## src/sv/whik_pkg.sv

```systemverilog
// Shared types, widths and constants of the weighted histogram intersection block.
// Used by every module of the block; depends on nothing.
`default_nettype none

package whik_pkg;

   localparam int BINS_PER_REGION = 250;
   localparam int REGION_COUNT    = 9;
   localparam int TOTAL_BINS      = BINS_PER_REGION * REGION_COUNT;

   localparam int BIN_W    = 16;
   localparam int WEIGHT_W = 16;
   localparam int PROD_W   = BIN_W + WEIGHT_W;
   localparam int ACC_W    = 48;
   localparam int FRAC_W   = 16;
   localparam int SCORE_W  = 20;
   localparam int POS_W    = $clog2(TOTAL_BINS);
   localparam int IDX_W    = $clog2(BINS_PER_REGION + 1);
   localparam int REGION_W = 4;

   typedef logic [BIN_W-1:0]    bin_type;
   typedef logic [WEIGHT_W-1:0] weight_type;
   typedef logic [PROD_W-1:0]   prod_type;
   typedef logic [ACC_W-1:0]    acc_type;
   typedef logic [SCORE_W-1:0]  score_type;
   typedef logic [POS_W-1:0]    pos_type;
   typedef logic [IDX_W-1:0]    idx_type;
   typedef logic [REGION_W-1:0] region_type;

   localparam idx_type    IDX_LAST    = idx_type'(BINS_PER_REGION - 1);
   localparam region_type REGION_LAST = region_type'(REGION_COUNT - 1);

   // Grid positions, row-major from the top left.
   localparam region_type REGION_TOP    = 4'd1;
   localparam region_type REGION_LEFT   = 4'd3;
   localparam region_type REGION_CENTRE = 4'd4;
   localparam region_type REGION_RIGHT  = 4'd5;
   localparam region_type REGION_BOTTOM = 4'd7;

   // Region weights in Q0.16, truncated.
   localparam weight_type WEIGHT_CORNER = 16'd4915;
   localparam weight_type WEIGHT_EDGE   = 16'd8192;
   localparam weight_type WEIGHT_CENTRE = 16'd13107;

   localparam score_type SCORE_MAX       = {SCORE_W{1'b1}};
   localparam score_type THRESHOLD_RESET = 20'd32768;

   // Control that travels with one bin down the pipeline.
   typedef struct packed {
      logic       valid;
      logic       load;     // first frame of a sequence: store only
      logic       result;   // last bin of a compared frame
      logic       clear;    // new sequence starts with this bin
      region_type region;
   } stage_ctrl_type;

   typedef struct packed {
      logic      keep_current;
      logic      keep_previous;
      score_type score;
   } result_type;

   function automatic weight_type region_weight(input region_type region);
      weight_type w;
      case (region)
         REGION_CENTRE: w = WEIGHT_CENTRE;
         REGION_TOP:    w = WEIGHT_EDGE;
         REGION_LEFT:   w = WEIGHT_EDGE;
         REGION_RIGHT:  w = WEIGHT_EDGE;
         REGION_BOTTOM: w = WEIGHT_EDGE;
         default:       w = WEIGHT_CORNER;
      endcase
      return w;
   endfunction

endpackage

`default_nettype wire

```

## src/sv/whik_out_queue.sv

```systemverilog
// Two-entry result queue that decouples the datapath from the rsp stream.
// Depends on whik_pkg for the result struct.
`default_nettype none

module whik_out_queue (
   input  wire logic                 clock,
   input  wire logic                 reset,
   input  wire logic                 push,
   input  wire whik_pkg::result_type push_data,
   output logic                      pop_valid,
   input  wire logic                 pop_ready,
   output whik_pkg::result_type      pop_data,
   output logic [1:0]                level
);

   whik_pkg::result_type entry_ff [2];
   logic                 wr_ptr_ff, wr_ptr_in;
   logic                 rd_ptr_ff, rd_ptr_in;
   logic [1:0]           count_ff, count_in;
   logic                 pop;

   always_comb begin
      pop       = pop_valid & pop_ready;
      wr_ptr_in = push ? ~wr_ptr_ff : wr_ptr_ff;
      rd_ptr_in = pop ? ~rd_ptr_ff : rd_ptr_ff;
      count_in  = count_ff + {1'b0, push} - {1'b0, pop};
   end

   always_ff @(posedge clock) begin
      if (reset) begin
         wr_ptr_ff <= 1'b0;
         rd_ptr_ff <= 1'b0;
         count_ff  <= 2'd0;
      end else begin
         wr_ptr_ff <= wr_ptr_in;
         rd_ptr_ff <= rd_ptr_in;
         count_ff  <= count_in;
      end
   end

   always_ff @(posedge clock) begin
      if (push) begin
         entry_ff[wr_ptr_ff] <= push_data;
      end
   end

   assign pop_valid = count_ff != 2'd0;
   assign pop_data  = entry_ff[rd_ptr_ff];
   assign level     = count_ff;

endmodule

`default_nettype wire

```

## config.mk

```make
export PLATFORM = sky130hd
export DESIGN_NAME = whik_out_queue
export DESIGN_NICKNAME = d
export VERILOG_FILES = /design/src/sv/whik_pkg.sv /design/src/sv/whik_out_queue.sv
export SDC_FILE = /design/constraint.sdc
export NUM_CORES = 1
export LEC_CHECK = 0
export BUFFER_PORTS_ARGS = -buffer_cell sky130_fd_sc_hd__buf_2
export CORE_UTILIZATION = 45
export CTS_BUF_LIST = sky130_fd_sc_hd__clkbuf_2 sky130_fd_sc_hd__clkbuf_4 sky130_fd_sc_hd__clkbuf_8
export DETAILED_ROUTE_END_ITERATION = 8
export GPL_TIMING_DRIVEN = 0
export PLACE_DENSITY = 0.7
export SLEW_MARGIN = 20
export SYNTH_ARGS = -nofsm -noshare
export SYNTH_HDL_FRONTEND = slang
export SYNTH_SLANG_ARGS = --single-unit
```

## constraint.sdc

```tcl
create_clock -name clock -period 2.85 [get_ports clock]
set_clock_uncertainty 0.1 [all_clocks]
set_input_delay 0.855 -clock clock [delete_from_list [all_inputs] [get_ports clock]]
set_output_delay 0.855 -clock clock [all_outputs]
set_load 0.02 [all_outputs]
```

# After elaboration in Yosys (flattened, before gate mapping)
# Memory sizes are Yosys's and may differ from the RTL's. A register that Yosys moved wholly into a read port is not among the register bits.
# Cells that the tools add are included.
# word_totals
output_inout_bits	25
ramBits	44
memories	1
ff_bits	4
elab_cells	14
input_bits	26
# op_classes
bitwise	3
reduce_logical	1
n_mux	4
addsub	2
# mem_list
memory	depth	width	rd	rd_ports_with_merged_regs	write_ports	line_no	rtl
entry_ff	2	22	1	1	1	whik_out_queue.sv:16	whik_pkg::result_type entry_ff [2];
# op_table
op	n
$mux W1	4
$add A2 B1 Y2	1
$not A1 Y1	2
$reduce_bool A2 Y1	1
$sub A2 B1 Y2	1
$and A1 B1 Y1	1

# Logic depth before layout (Yosys ltp)
# depth
word_depth	4
depth_mapped	6
depth_no_buf	6

# Worst setup path after synthesis
# Ideal clock, no wire load.
# synth_timing
path_type	input to register
start	input port push
end	memory entry_ff[0][0] (netlist name), enable pin
path_slack_ps	471
cell_stages	1
t_arrival_ps	1875
setup_time_ps	403
cell_sequence	nor2b_1
# synth_via
elab_chain_len	2
# synth_rtl
element	line_no	rtl
start, declared	whik_out_queue.sv:8	input wire logic push,
$mux W1	whik_out_queue.sv:42	if (push) begin
$mux W1 (implied by the code)	whik_out_queue.sv:43	entry_ff[wr_ptr_ff] <= push_data;
end, declared	whik_out_queue.sv:16	
# No other way between the ends.

==> flow_summary.toml <==
[worst_setup_path]
path_cells = "buf_4 > mux2_2 > buf_2"
endpoint_kind = "primary output"
cp.required_ns = 1.90
critPathMaxFanout = 10
crit_path_max_incr_delay_ns = 0.41
crit_type = "flop to primary output"
path_delay_family = "flip-flops"
slowest_stage = "dfxtp_1"
crit_buf_inv = 2
cp.depth = 3
r2r_cells = 1
arrival_ns = 1.45
worstSetupStartpointType = "flop"

[power_and_ir_drop]
p_leak_uw = 0.000876
ir_drop_v = 0.000431
power.density_mw_per_mm2 = 817

[logic_synthesis]
synth_common_cells = "edfxtp_1 (44), mux2_2 (24), dfxtp_1 (5)"
synth_flop_cell = "edfxtp_1"
yosysSeqAreaShare_pct = 78.1
syn_inst = 90
synth_top_area_share_pct = 72.6
synth_edf_count = 44
yosysWarnings = 0
ys_types = 13
avgSynthCellArea_um2 = 20.2
synth_most_common_cell = "edfxtp_1"
ys_ff_latch = 49
synth_nets = 118
synth_area_leader_cell = "edfxtp_1"
ys_top_cells_by_area = "edfxtp_1 (73%), mux2_2 (15%), dfxtp_1 (5.5%), ha_1 (1.4%), xnor3_1 (1.2%)"
synthArstFlopShare_pct = 0
synth.cell_area_mm2 = 0.00182

[floorplan]
initial_core_util_pct = 48.3
dieArea_mm2 = 0.00430
dieWidth_um = 65.6
fp-row-count = 22
core_area_mm2 = 0.00377
fp.dieH_um = 65.6
ios = 51

[hold_path]
worstHoldPathCells = 2
hold_class = "flop to flop"

[clocking]
cts_resized = 0
cts.hold.buffers_added = 0
cts_tree = "yes"
post_cts_buffers = 0
clkLatencyLatePin_ns = 0.29
clockRootBuffer = "clkbuf_8"
path_clk_slew_ns = 0.08
cts-htree-levels = 2
cts_buffers = 5
clock-sinks = 49
cts_buffer_depth = 2

[placement]
place_area_mm2 = 0.00215
gp_congestion = 0.626
portBuffers = 50
dp_hpwl_mm = 1.97

[routing]
firstDrtPassIters = 4
vias = 950
drc = 0
routed_wl_mm = 2.80
wl_per_cell_um = 14.2
via_per_inst = 4.82
ant_nets = 0
drtIter0Drc = 47

[grt]
grt_overflow_total = 0
antenna_found_initial = 0
grt_max_degree = 23
grtUsageTotal_pct = 14.9
grt_pass1_vias = 932
grt_first_pass_wirelength_mm = 4.38

[layout]
fillers = 316
antenna_cells = 0
nets = 176
syn_to_final_growth_pct = 24.1
fin_area_mm2 = 0.00226
layout-drive-gt1-share_pct = 57.7

[timing]
max_freq_mhz = 415
period_share_pct = 84.5
rsz0062_at_grt = "false"
tns_ns = 0
hold_slack_ns = 0.493
finalSetupViolations = 0
worst_slew_margin_rel_pct = 33.3
worst_pin_slew_ns = 1.00
maxSlewViolCount = 0
final_hold_viol_count = 0
fin_crit_ns = 2.41

[job]
drv_cap = 0

[outcome]
status = "finished, final reports clean"
cell usage in the layout, fill, tap and decap left out:
| master | count |
|---|---|
| inv_1 | 2 |
| or2_2 | 1 |
| xnor2_1 | 1 |
| xnor3_1 | 1 |
| bufinv_16 | 1 |
| edfxtp_1 | 44 |
| nor2b_2 | 1 |
| clkinvlp_4 | 1 |
| nor2_1 | 3 |
| mux2_2 | 24 |
| buf_8 | 1 |
| nor2b_1 | 2 |
| ha_1 | 2 |
| o21a_1 | 1 |
| clkinv_1 | 1 |
| dfxtp_1 | 5 |
| and2_1 | 1 |
| buf_4 | 2 |
| clkbuf_8 | 5 |
| buf_2 | 50 |
cell families after synthesis:
logic type / synth area share [%]
simple gates: 2.34
mux: 14.8
fa+ha+maj: 1.37
compound gates: 0.413
flops: 78.1
buf+inv: 1.24
xor+xnor: 1.72
state kept, by name, summed over array words and instances, names as in the netlist, named ones only:
signal,cells
rd_ptr_ff,1
entry_ff,44
level,2
wr_ptr_ff,1
path summary, 6_finish.rpt:
| path | startpoint | end | slack [ns] |
|---|---|---|---|
| min | rd_ptr_ff$_SDFFE_PP0P_ | rd_ptr_ff$_SDFFE_PP0P_ | 0.49 |
| max | flop | pop_data[16] | 0.44 |
| max reg2reg | wr_ptr_ff$_SDFFE_PP0P_ | entry_ff[1][15]$_DFFE_PP_ | 1.17 |
| min reg2reg | rd_ptr_ff$_SDFFE_PP0P_ | rd_ptr_ff$_SDFFE_PP0P_ | 0.49 |
metrics by stage:
step,power (uW),setup slack (ns),cells,utilization [%]
after CTS,1870,0.422,197,59.9
after detailed placement,1390,0.543,189,57.0
after global placement,1370,-0.168,188,56.5
after floorplan,1240,0.471,90,-
final,1840,0.442,197,59.9
after global routing,1930,0.367,197,59.9
area by class of cell:
class / count / area (um2) / share of cell area [%]
multi-input cells: 37 / 379 / 16.8
inverters: 2 / 7.51 / 0.332
well taps: 48 / 60.1 / 2.66
clock inverters: 3 / 41.3 / 1.83
clock buffers: 5 / 68.8 / 3.05
plain buffers: 2 / 15.0 / 0.665
repair buffers: 51 / 265 / 11.7
flip-flops and latches: 49 / 1420 / 62.9
tightest hold or removal path, delay by kind of cell (launching register included):
kind | cells | cell delay (ns)
flops | 1 | 0.31
mux | 1 | 0.15
simple gates | 1 | 0.11
power breakdown:
| group | total [uW] | internal (uW) | switching [uW] |
|---|---|---|---|
| sequential | 882 | 850 | 31.4 |
| combinational | 491 | 231 | 260 |
| clock | 472 | 258 | 214 |
| total | 1840 | 1340 | 505 |
routing by layer:
layer	global-route usage [%]	vias to the layer above	part of all wire [%]
met5	0	-	0
met4	8.97	0	1.6
met3	5.73	5	5.4
met2	24.1	27	54
met1	16.6	459	39
li1	-	459	-
(Power assumes the default switching activity.)
