$ cat config.mk
export PLATFORM = sky130hd
export DESIGN_NAME = whik_score
export DESIGN_NICKNAME = d
export VERILOG_FILES = /design/src/sv/whik_pkg.sv /design/src/sv/whik_score.sv
export SDC_FILE = /design/constraint.sdc
export NUM_CORES = 1
export LEC_CHECK = 0
export BUFFER_PORTS_ARGS = -buffer_cell sky130_fd_sc_hd__buf_2
export CORE_ASPECT_RATIO = 1.1
export CORE_MARGIN = 3
export CORE_UTILIZATION = 30
export CTS_BUF_LIST = sky130_fd_sc_hd__clkbuf_4
export DETAILED_ROUTE_END_ITERATION = 8
export PLACE_DENSITY = 0.51
export SLEW_MARGIN = 10
export SYNTH_ARGS = -nofsm -noshare
export SYNTH_HDL_FRONTEND = slang
export SYNTH_SLANG_ARGS = --single-unit
$ cat constraint.sdc
create_clock -name clock -period 21.5 [get_ports clock]
set_input_delay 1.075 -clock clock [delete_from_list [all_inputs] [get_ports clock]]
set_output_delay 1.075 -clock clock [all_outputs]
set_load 0.01 [all_outputs]
$ cat src/sv/whik_pkg.sv
// Shared types, widths and constants of the weighted histogram intersection block.
// Used by every module of the block; depends on nothing.
`default_nettype none

package whik_pkg;

   localparam int BINS_PER_REGION = 250;
   localparam int REGION_COUNT    = 9;
   localparam int TOTAL_BINS      = BINS_PER_REGION * REGION_COUNT;

   localparam int BIN_W    = 16;
   localparam int WEIGHT_W = 16;
   localparam int PROD_W   = BIN_W + WEIGHT_W;
   localparam int ACC_W    = 48;
   localparam int FRAC_W   = 16;
   localparam int SCORE_W  = 20;
   localparam int POS_W    = $clog2(TOTAL_BINS);
   localparam int IDX_W    = $clog2(BINS_PER_REGION + 1);
   localparam int REGION_W = 4;

   typedef logic [BIN_W-1:0]    bin_type;
   typedef logic [WEIGHT_W-1:0] weight_type;
   typedef logic [PROD_W-1:0]   prod_type;
   typedef logic [ACC_W-1:0]    acc_type;
   typedef logic [SCORE_W-1:0]  score_type;
   typedef logic [POS_W-1:0]    pos_type;
   typedef logic [IDX_W-1:0]    idx_type;
   typedef logic [REGION_W-1:0] region_type;

   localparam idx_type    IDX_LAST    = idx_type'(BINS_PER_REGION - 1);
   localparam region_type REGION_LAST = region_type'(REGION_COUNT - 1);

   // Grid positions, row-major from the top left.
   localparam region_type REGION_TOP    = 4'd1;
   localparam region_type REGION_LEFT   = 4'd3;
   localparam region_type REGION_CENTRE = 4'd4;
   localparam region_type REGION_RIGHT  = 4'd5;
   localparam region_type REGION_BOTTOM = 4'd7;

   // Region weights in Q0.16, truncated.
   localparam weight_type WEIGHT_CORNER = 16'd4915;
   localparam weight_type WEIGHT_EDGE   = 16'd8192;
   localparam weight_type WEIGHT_CENTRE = 16'd13107;

   localparam score_type SCORE_MAX       = {SCORE_W{1'b1}};
   localparam score_type THRESHOLD_RESET = 20'd32768;

   // Control that travels with one bin down the pipeline.
   typedef struct packed {
      logic       valid;
      logic       load;     // first frame of a sequence: store only
      logic       result;   // last bin of a compared frame
      logic       clear;    // new sequence starts with this bin
      region_type region;
   } stage_ctrl_type;

   typedef struct packed {
      logic      keep_current;
      logic      keep_previous;
      score_type score;
   } result_type;

   function automatic weight_type region_weight(input region_type region);
      weight_type w;
      case (region)
         REGION_CENTRE: w = WEIGHT_CENTRE;
         REGION_TOP:    w = WEIGHT_EDGE;
         REGION_LEFT:   w = WEIGHT_EDGE;
         REGION_RIGHT:  w = WEIGHT_EDGE;
         REGION_BOTTOM: w = WEIGHT_EDGE;
         default:       w = WEIGHT_CORNER;
      endcase
      return w;
   endfunction

endpackage

`default_nettype wire

$ cat src/sv/whik_score.sv
// Intersection datapath: min and weight multiply, 48-bit accumulate, score and flags.
// Depends on whik_pkg for types, weights and the control struct.
`default_nettype none

module whik_score (
   input  wire logic                     clock,
   input  wire logic                     reset,
   input  wire whik_pkg::stage_ctrl_type s1_ctrl,
   input  wire whik_pkg::bin_type        s1_bin,
   input  wire whik_pkg::bin_type        stored_bin,
   input  wire whik_pkg::score_type      threshold,
   output logic                          result_pending,
   output logic                          res_valid,
   output whik_pkg::result_type          res_data
);

   whik_pkg::stage_ctrl_type s2_ctrl_ff, s2_ctrl_in;
   whik_pkg::prod_type       prod_ff, prod_in;
   whik_pkg::bin_type        smaller;
   whik_pkg::acc_type        acc_ff, acc_in, acc_base, acc_sum;
   whik_pkg::acc_type        final_ff, final_in;
   logic                     s3_result_ff, s3_result_in;
   logic                     s3_clear_ff, s3_clear_in;
   logic                     prev_similar_ff, prev_similar_in;
   whik_pkg::score_type      score;
   logic                     similar;

   // Stage 1: smaller bin times region weight.
   always_comb begin
      smaller    = (stored_bin < s1_bin) ? stored_bin : s1_bin;
      prod_in    = whik_pkg::prod_type'(smaller) *
                   whik_pkg::prod_type'(whik_pkg::region_weight(s1_ctrl.region));
      s2_ctrl_in = s1_ctrl;
   end

   // Stage 2: accumulate; restart on a new sequence, empty after a compared frame.
   always_comb begin
      acc_base     = s2_ctrl_ff.clear ? '0 : acc_ff;
      acc_sum      = s2_ctrl_ff.load ? acc_base : acc_base + whik_pkg::acc_type'(prod_ff);
      acc_in       = acc_ff;
      final_in     = final_ff;
      s3_result_in = s2_ctrl_ff.valid & s2_ctrl_ff.result;
      s3_clear_in  = s2_ctrl_ff.valid & s2_ctrl_ff.clear;
      if (s2_ctrl_ff.valid) begin
         acc_in = s2_ctrl_ff.result ? '0 : acc_sum;
         if (s2_ctrl_ff.result) begin
            final_in = acc_sum;
         end
      end
   end

   // Stage 3: take the integer part as an unsigned Q20.0 score, saturate, compare.
   always_comb begin
      if (|final_ff[whik_pkg::ACC_W-1:whik_pkg::FRAC_W+whik_pkg::SCORE_W]) begin
         score = whik_pkg::SCORE_MAX;
      end else begin
         score = final_ff[whik_pkg::FRAC_W+whik_pkg::SCORE_W-1:whik_pkg::FRAC_W];
      end
      similar = score < threshold;
      prev_similar_in = prev_similar_ff;
      if (s3_clear_ff) begin
         prev_similar_in = 1'b0;
      end else if (s3_result_ff) begin
         prev_similar_in = similar;
      end
   end

   always_ff @(posedge clock) begin
      if (reset) begin
         s2_ctrl_ff      <= '0;
         acc_ff          <= '0;
         s3_result_ff    <= 1'b0;
         s3_clear_ff     <= 1'b0;
         prev_similar_ff <= 1'b0;
      end else begin
         s2_ctrl_ff      <= s2_ctrl_in;
         acc_ff          <= acc_in;
         s3_result_ff    <= s3_result_in;
         s3_clear_ff     <= s3_clear_in;
         prev_similar_ff <= prev_similar_in;
      end
   end

   always_ff @(posedge clock) begin
      prod_ff  <= prod_in;
      final_ff <= final_in;
   end

   assign result_pending         = (s2_ctrl_ff.valid & s2_ctrl_ff.result) | s3_result_ff;
   assign res_valid              = s3_result_ff;
   assign res_data.score         = score;
   assign res_data.keep_previous = similar & ~prev_similar_ff;
   assign res_data.keep_current  = similar;

endmodule

`default_nettype wire

Yosys cells after proc, flatten, opt, wreduce, memory -nomap -nowiden
Index checks and enable logic that the tools add are counted.

word-level totals
  bits of input ports = 62
  word-level logic and storage cells = 34
  register bits after elaboration = 135

cells by class
  $add $sub $neg = 1
  $lt $le $gt $ge = 2
  $mul = 1
  reduce and logical (&&, ||, !) cells = 4
  multiplexer cells = 6
  equality and inequality tests = 5
  bitwise operators = 5

operators with widths
  operator            count
  $mux 48             3
  $add 48x32->48      1
  $mul 16x16->32      1
  $pmux 14 s2         1
  $lt 20x20->1        1
  $mux 20             1
  $lt 16x16->1        1
  $mux 16             1
  $eq 4x3->1 const B  3
  $reduce_or 12->1    1
  $eq 4x1->1 const B  1
  $eq 4x2->1 const B  1
  $reduce_or 4->1     1
  $and 1x1->1         3
  $reduce_and 2->1    1
  $reduce_or 2->1     1
  $not 1->1           1
  $or 1x1->1          1

Depth between registers and ports, before layout
  word-level depth = 4
  depth in mapped cells = 31

Worst setup path before layout
Ideal clock, no wire load.

  path kind = input to register
  start = input s1_bin[9]
  end = register prod_ff[25]
  slack = 13.531 ns
  data arrival time = 7.849 ns
  stages on the path = 29
  path buffers = 2
  path through = inv_1 -> ha_1 -> a21o_1 -> a21o_1 -> a211oi_1 -> o21ai_0 -> a21oi_1 -> o21a_1 -> buf_2 -> buf_2 -> mux2i_1 -> nor2_1 -> ha_1 -> fa_1 -> fa_1 -> fa_1 -> fa_1 -> inv_1 -> fa_1 -> inv_1 -> ha_1 -> a21oi_1 -> o21ai_0 -> o41a_1 -> a21oi_1 -> o31ai_1 -> o21a_1 -> o41a_1 -> xor2_1

between the ends
  longest elaborated chain between the ends = 3

RTL lines
  item                  RTL line          RTL
  from (decl)           whik_score.sv:9   input wire whik_pkg::bin_type s1_bin,
  $lt 16x16->1          whik_score.sv:30  smaller = (stored_bin < s1_bin) ? stored_bin : s1_bin;
  $mux 16 *             whik_score.sv:30
  $mul 16x16->32 *      whik_score.sv:31  prod_in = whik_pkg::prod_type'(smaller) *
  net prod_in[25]       whik_score.sv:18  whik_pkg::prod_type prod_ff, prod_in;
  to (signal assigned)  whik_score.sv:85  prod_ff <= prod_in;
  to (decl)             whik_score.sv:18

Mark *: on every way through the listed nets, which the timed path passes. The rest lies on a longest branch.
A chain may end at the register's enable or synchronous reset.

Final worst setup path
  start = input s1_bin[9]
  end = register prod_ff[30]

The elaborated chain is that of the path after synthesis.

==> reports/summary.md <==
The H-tree depth reported by CTS is 4. From bottom edge to top edge, the die measures 222 µm. The run gives 0.57 ns as the latest clock arrival within the worst-skew pair. Pin placement for this block handled 86 I/O pins.

The clock slew at the register clock pins of the worst setup and hold paths was 0.11 ns. For the count of routing violations after the opening detailed-route iteration, the log shows 399. The net switching fraction of the power was 46.8%. The synthesized netlist contains 73 unique library cells. The tools report the number of clock sinks seen by CTS as 119. Setup violations remaining at the end of the flow were counted as 0. Dominant synthesized flop cell: sky130_fd_sc_hd__dfxtp_1. The detail route stage leaves a number of antenna-violating nets equal to 0. The first global-routing pass estimated 51.2 mm of wire. The tools report the count of hold buffers inserted by post-cts repair as 0.

In this run, CTS created clock tree buffers numbering 17. The minimum setup slack after placement is 12.44 ns, and the area enclosed by the die boundary is 0.0451 mm². The number of setup buffers added after CTS is 0. The final-layout fill cell count was 4393; the ratio of total power to cell area was 130 mW/mm².

Cells with a size suffix above 1 make up 11.2% of the layout. For the final-layout setup total negative slack, the log shows 0 ns. The tools report the final core utilization as 33.9%. The post-placement cell area came out at 0.0138 mm². Once the floorplan was initialized, standard cells occupied 30.6% of the core. The floorplan step defined a core boundary enclosing 0.0417 mm². Entering global routing, the biggest net connects 60 pins. Across the VDD grid, the largest voltage drop is 0.0852 mV.

STA classifies the critical path startpoint as a primary input. Based on the critical path, the design can be clocked at up to 118 MHz. Synthesis handed over a netlist of 1454 instances. The cell sitting at the root of the clock tree is a sky130_fd_sc_hd__clkbuf_4.

The mean area per synthesized cell came out at 8.78 µm². The number of storage elements in the synthesis netlist came out at 119. After detailed routing, the number of remaining DRC violations is 0.

The summed area of non-filler cells in the final layout came out at 0.0141 mm². After layout, the worst path uses 39.6% of the clock period. The Yosys step of the flow raised 0 warnings.

Static leakage: 0.00674 µW. Sequential cells account for 16.5% of the total power. STA puts the critical path data required time at 21.99 ns. The tools report the number of max-slew violations in the final report as 0. The tools report the vias after detailed routing as 10.1k.

Per report_power, the clock group accounts for 10.8% of the total. For this block, the routed nets add up to 31.0 mm of wire. The post-route clock skew is 0.0198 ns, and the share of total power in combinational logic is 72.7%.

Yosys mapped a number of flops with a built-in enable equal to 32. The wire-length estimate of the detail-placed layout is 25.4 mm. The run gives 10.1k as the via count of the first global-routing pass.

In this run the tool buffered the top-level ports with 85 buffer cells. For the pin with the worst max-slew slack, the measured transition is 0.936 ns. For this run the aggregate overflow at the end of global routing stands at 0. The worst path needs 8.51 ns of the cycle, external delays included. STA classifies the critical path endpoint as a flop.

Relative to the synthesized area, the layout overhead comes to 10.7%. Setup repair after global routing left no endpoint under its margin. In the routed layout, each cell is associated on average with a via count of 4.83. The flow ran to the end, and the final reports show no timing, DRC or antenna violations.

The first detailed-routing pass ran for 5 iterations. At the worst endpoint, the arrival time is 9.00 ns. The tool flagged a number of max-cap violations equal to 0. The logs give 78 for the row count and 13.7% for the total global routing track utilization. The number of hold-slack violations in the final timing report came out at 0. Of the synthesized area, sequential elements account for 21.2%. TritonCTS built the clock tree. Internal power comes to 980 µW.

The switching power was 861 µW. The worst hold-check path type was reg -> reg. The tools report the initial antenna violation count as 1. The critical path's largest stage delay is 0.58 ns. At the end of routability-driven placement, the weighted congestion stood at 0.819. Post-CTS repair changed the size of 0 cells. In this run the worst path has a maximum fanout of 29.

The worst pin sits at a relative slew slack of 37.4%. The die span in x was 203 µm; the average detailed-routed wire length per instance was 14.8 µm. The logs give 2 for the buffer levels on the longest clock path and 0.0128 mm² for the post-synthesis cell area.

For this run, the post-layout net count is 1859. The number of nets handed over by synthesis was 1791. The design draws 1840 µW. Counting flops with an async set or reset pin after synthesis yields a share of 0%.

Once routing completed, OpenROAD measured the worst setup slack at 12.99 ns. The slowest stage cell on the critical path is sky130_fd_sc_hd__or4_1. The critical path is of the in -> reg type.
## cell usage after synthesis (9+ instances only)
cell type,instances,area share (%)
sky130_fd_sc_hd__o21a_1,11,0.65
sky130_fd_sc_hd__clkbuf_1,37,1.1
sky130_fd_sc_hd__a22oi_1,12,0.71
sky130_fd_sc_hd__nor2_1,111,3.3
sky130_fd_sc_hd__and3_1,15,0.74
sky130_fd_sc_hd__nand2b_1,17,0.83
sky130_fd_sc_hd__xnor2_1,49,3.4
sky130_fd_sc_hd__nor3_1,14,0.55
sky130_fd_sc_hd__o21bai_1,9,0.53
sky130_fd_sc_hd__or2_2,27,1.3
sky130_fd_sc_hd__fa_1,70,11
sky130_fd_sc_hd__nand3_1,30,1.2
sky130_fd_sc_hd__a21o_1,47,2.8
sky130_fd_sc_hd__or3_1,10,0.49
sky130_fd_sc_hd__nor2b_1,55,2.7
sky130_fd_sc_hd__mux2i_1,22,1.7
sky130_fd_sc_hd__a21oi_1,87,3.4
sky130_fd_sc_hd__ha_1,205,20
sky130_fd_sc_hd__nand2_1,88,2.6
sky130_fd_sc_hd__xor2_1,25,1.7
sky130_fd_sc_hd__o21ai_0,61,2.4
sky130_fd_sc_hd__edfxtp_1,32,7.5
sky130_fd_sc_hd__inv_1,167,4.9
sky130_fd_sc_hd__o211ai_1,9,0.53
sky130_fd_sc_hd__nand4_1,12,0.59
sky130_fd_sc_hd__a211oi_1,13,0.76
sky130_fd_sc_hd__dfxtp_1,87,14
## placed cells by master (no fill, tap or decap), types with 7 or more instances in the layout
cell	instances
sky130_fd_sc_hd__or3_1	10
sky130_fd_sc_hd__edfxtp_1	32
sky130_fd_sc_hd__or2_2	27
sky130_fd_sc_hd__nand2_1	88
sky130_fd_sc_hd__and3_1	15
sky130_fd_sc_hd__buf_4	9
sky130_fd_sc_hd__a21oi_1	87
sky130_fd_sc_hd__inv_1	167
sky130_fd_sc_hd__nor2_1	111
sky130_fd_sc_hd__buf_2	85
sky130_fd_sc_hd__o21ai_0	61
sky130_fd_sc_hd__dfxtp_1	86
sky130_fd_sc_hd__a21o_1	47
sky130_fd_sc_hd__fa_1	70
sky130_fd_sc_hd__a22oi_1	12
sky130_fd_sc_hd__o21bai_1	9
sky130_fd_sc_hd__mux2i_1	22
sky130_fd_sc_hd__nor2b_1	54
sky130_fd_sc_hd__and2_1	7
sky130_fd_sc_hd__o21a_1	11
sky130_fd_sc_hd__nor3_1	14
sky130_fd_sc_hd__nand3_1	30
sky130_fd_sc_hd__a211oi_1	13
sky130_fd_sc_hd__ha_1	205
sky130_fd_sc_hd__xnor2_1	49
sky130_fd_sc_hd__xor2_1	25
sky130_fd_sc_hd__clkbuf_4	19
sky130_fd_sc_hd__nand4_1	12
sky130_fd_sc_hd__nor4_1	7
sky130_fd_sc_hd__o211ai_1	9
sky130_fd_sc_hd__nand2b_1	17
## cells by family (layout without fill, tap and decap cells)
logic type      Yosys count  in the layout  synth area share (%)
simple gates            420            420                  16.7
xor+xnor                 74             74                  5.08
fa+ha+maj               275            275                  31.1
compound gates          326            326                  17.3
other cells               0              1                     0
buf+inv                 212            293                  6.40
flops                   119            119                  21.2
mux                      28             28                  2.25
## metal layers
layer	vias to the layer above	wire (µm)	global-route usage [%]
met3	28	1000	1.79
met4	0	506	3.69
met1	4668	15100	18.3
met2	202	14400	23.3
met5	-	0	0
li1	5232	-	-
## flip-flops by register name, indices dropped and copies added (netlist names)
signal,count
prod_ff,32
s3_clear_ff,1
final_ff,32
s2_ctrl_ff,4
res_valid,1
prev_similar_ff,1
acc_ff,48
## per-stage QoR
step	instances	hold slack, ns
after global routing	2096	0.490
final	2096	0.459
after CTS	2095	0.463
after floorplan	1454	0.417
after detailed placement	2063	0.435
after global placement	2063	0.426
## cell type report
class / instances / area [µm²] / area share, %
Multi-Input combinational cell: 1123 / 9250 / 65.5
Sequential cell: 119 / 2700 / 19.1
Timing Repair Buffer: 94 / 493 / 3.49
Clock inverter: 13 / 204 / 1.44
Inverter: 167 / 627 / 4.44
Clock buffer: 19 / 143 / 1.01
Antenna cell: 1 / 2.50 / 0.0177
Tap cell: 560 / 701 / 4.96
## worst max-delay path: cells and delay by family
kind / cells / cell delay [ns]
and+or+nand+nor: 3 / 1.26
muxes: 1 / 0.17
AOI/OAI and AO/OA: 9 / 2.11
adders and majority gates: 8 / 3.48
buffers and inverters: 7 / 0.72
xor gates and xnor gates: 1 / 0.16
## power groups by stage
stage | sequential [µW] | combinational [µW] | clock [µW]
floorplan | 302 | 1060 | 0
finish | 304 | 1340 | 198
detailed placement | 308 | 1340 | 0
global route | 307 | 1540 | 212
CTS | 304 | 1360 | 204
global placement | 309 | 1340 | 0
## final timing paths
check	startpoint	slack, ns	endpoint	cells after the start
min reg2reg	acc_ff[21]	0.46	acc_ff[21]	2
max reg2reg	s2_ctrl_ff[4]	17.26	final_ff[29]	12
min	acc_ff[21]	0.46	acc_ff[21]	2
max	s1_bin[9]	12.99	prod_ff[30]	29
Power figures use the tool's default switching activity.
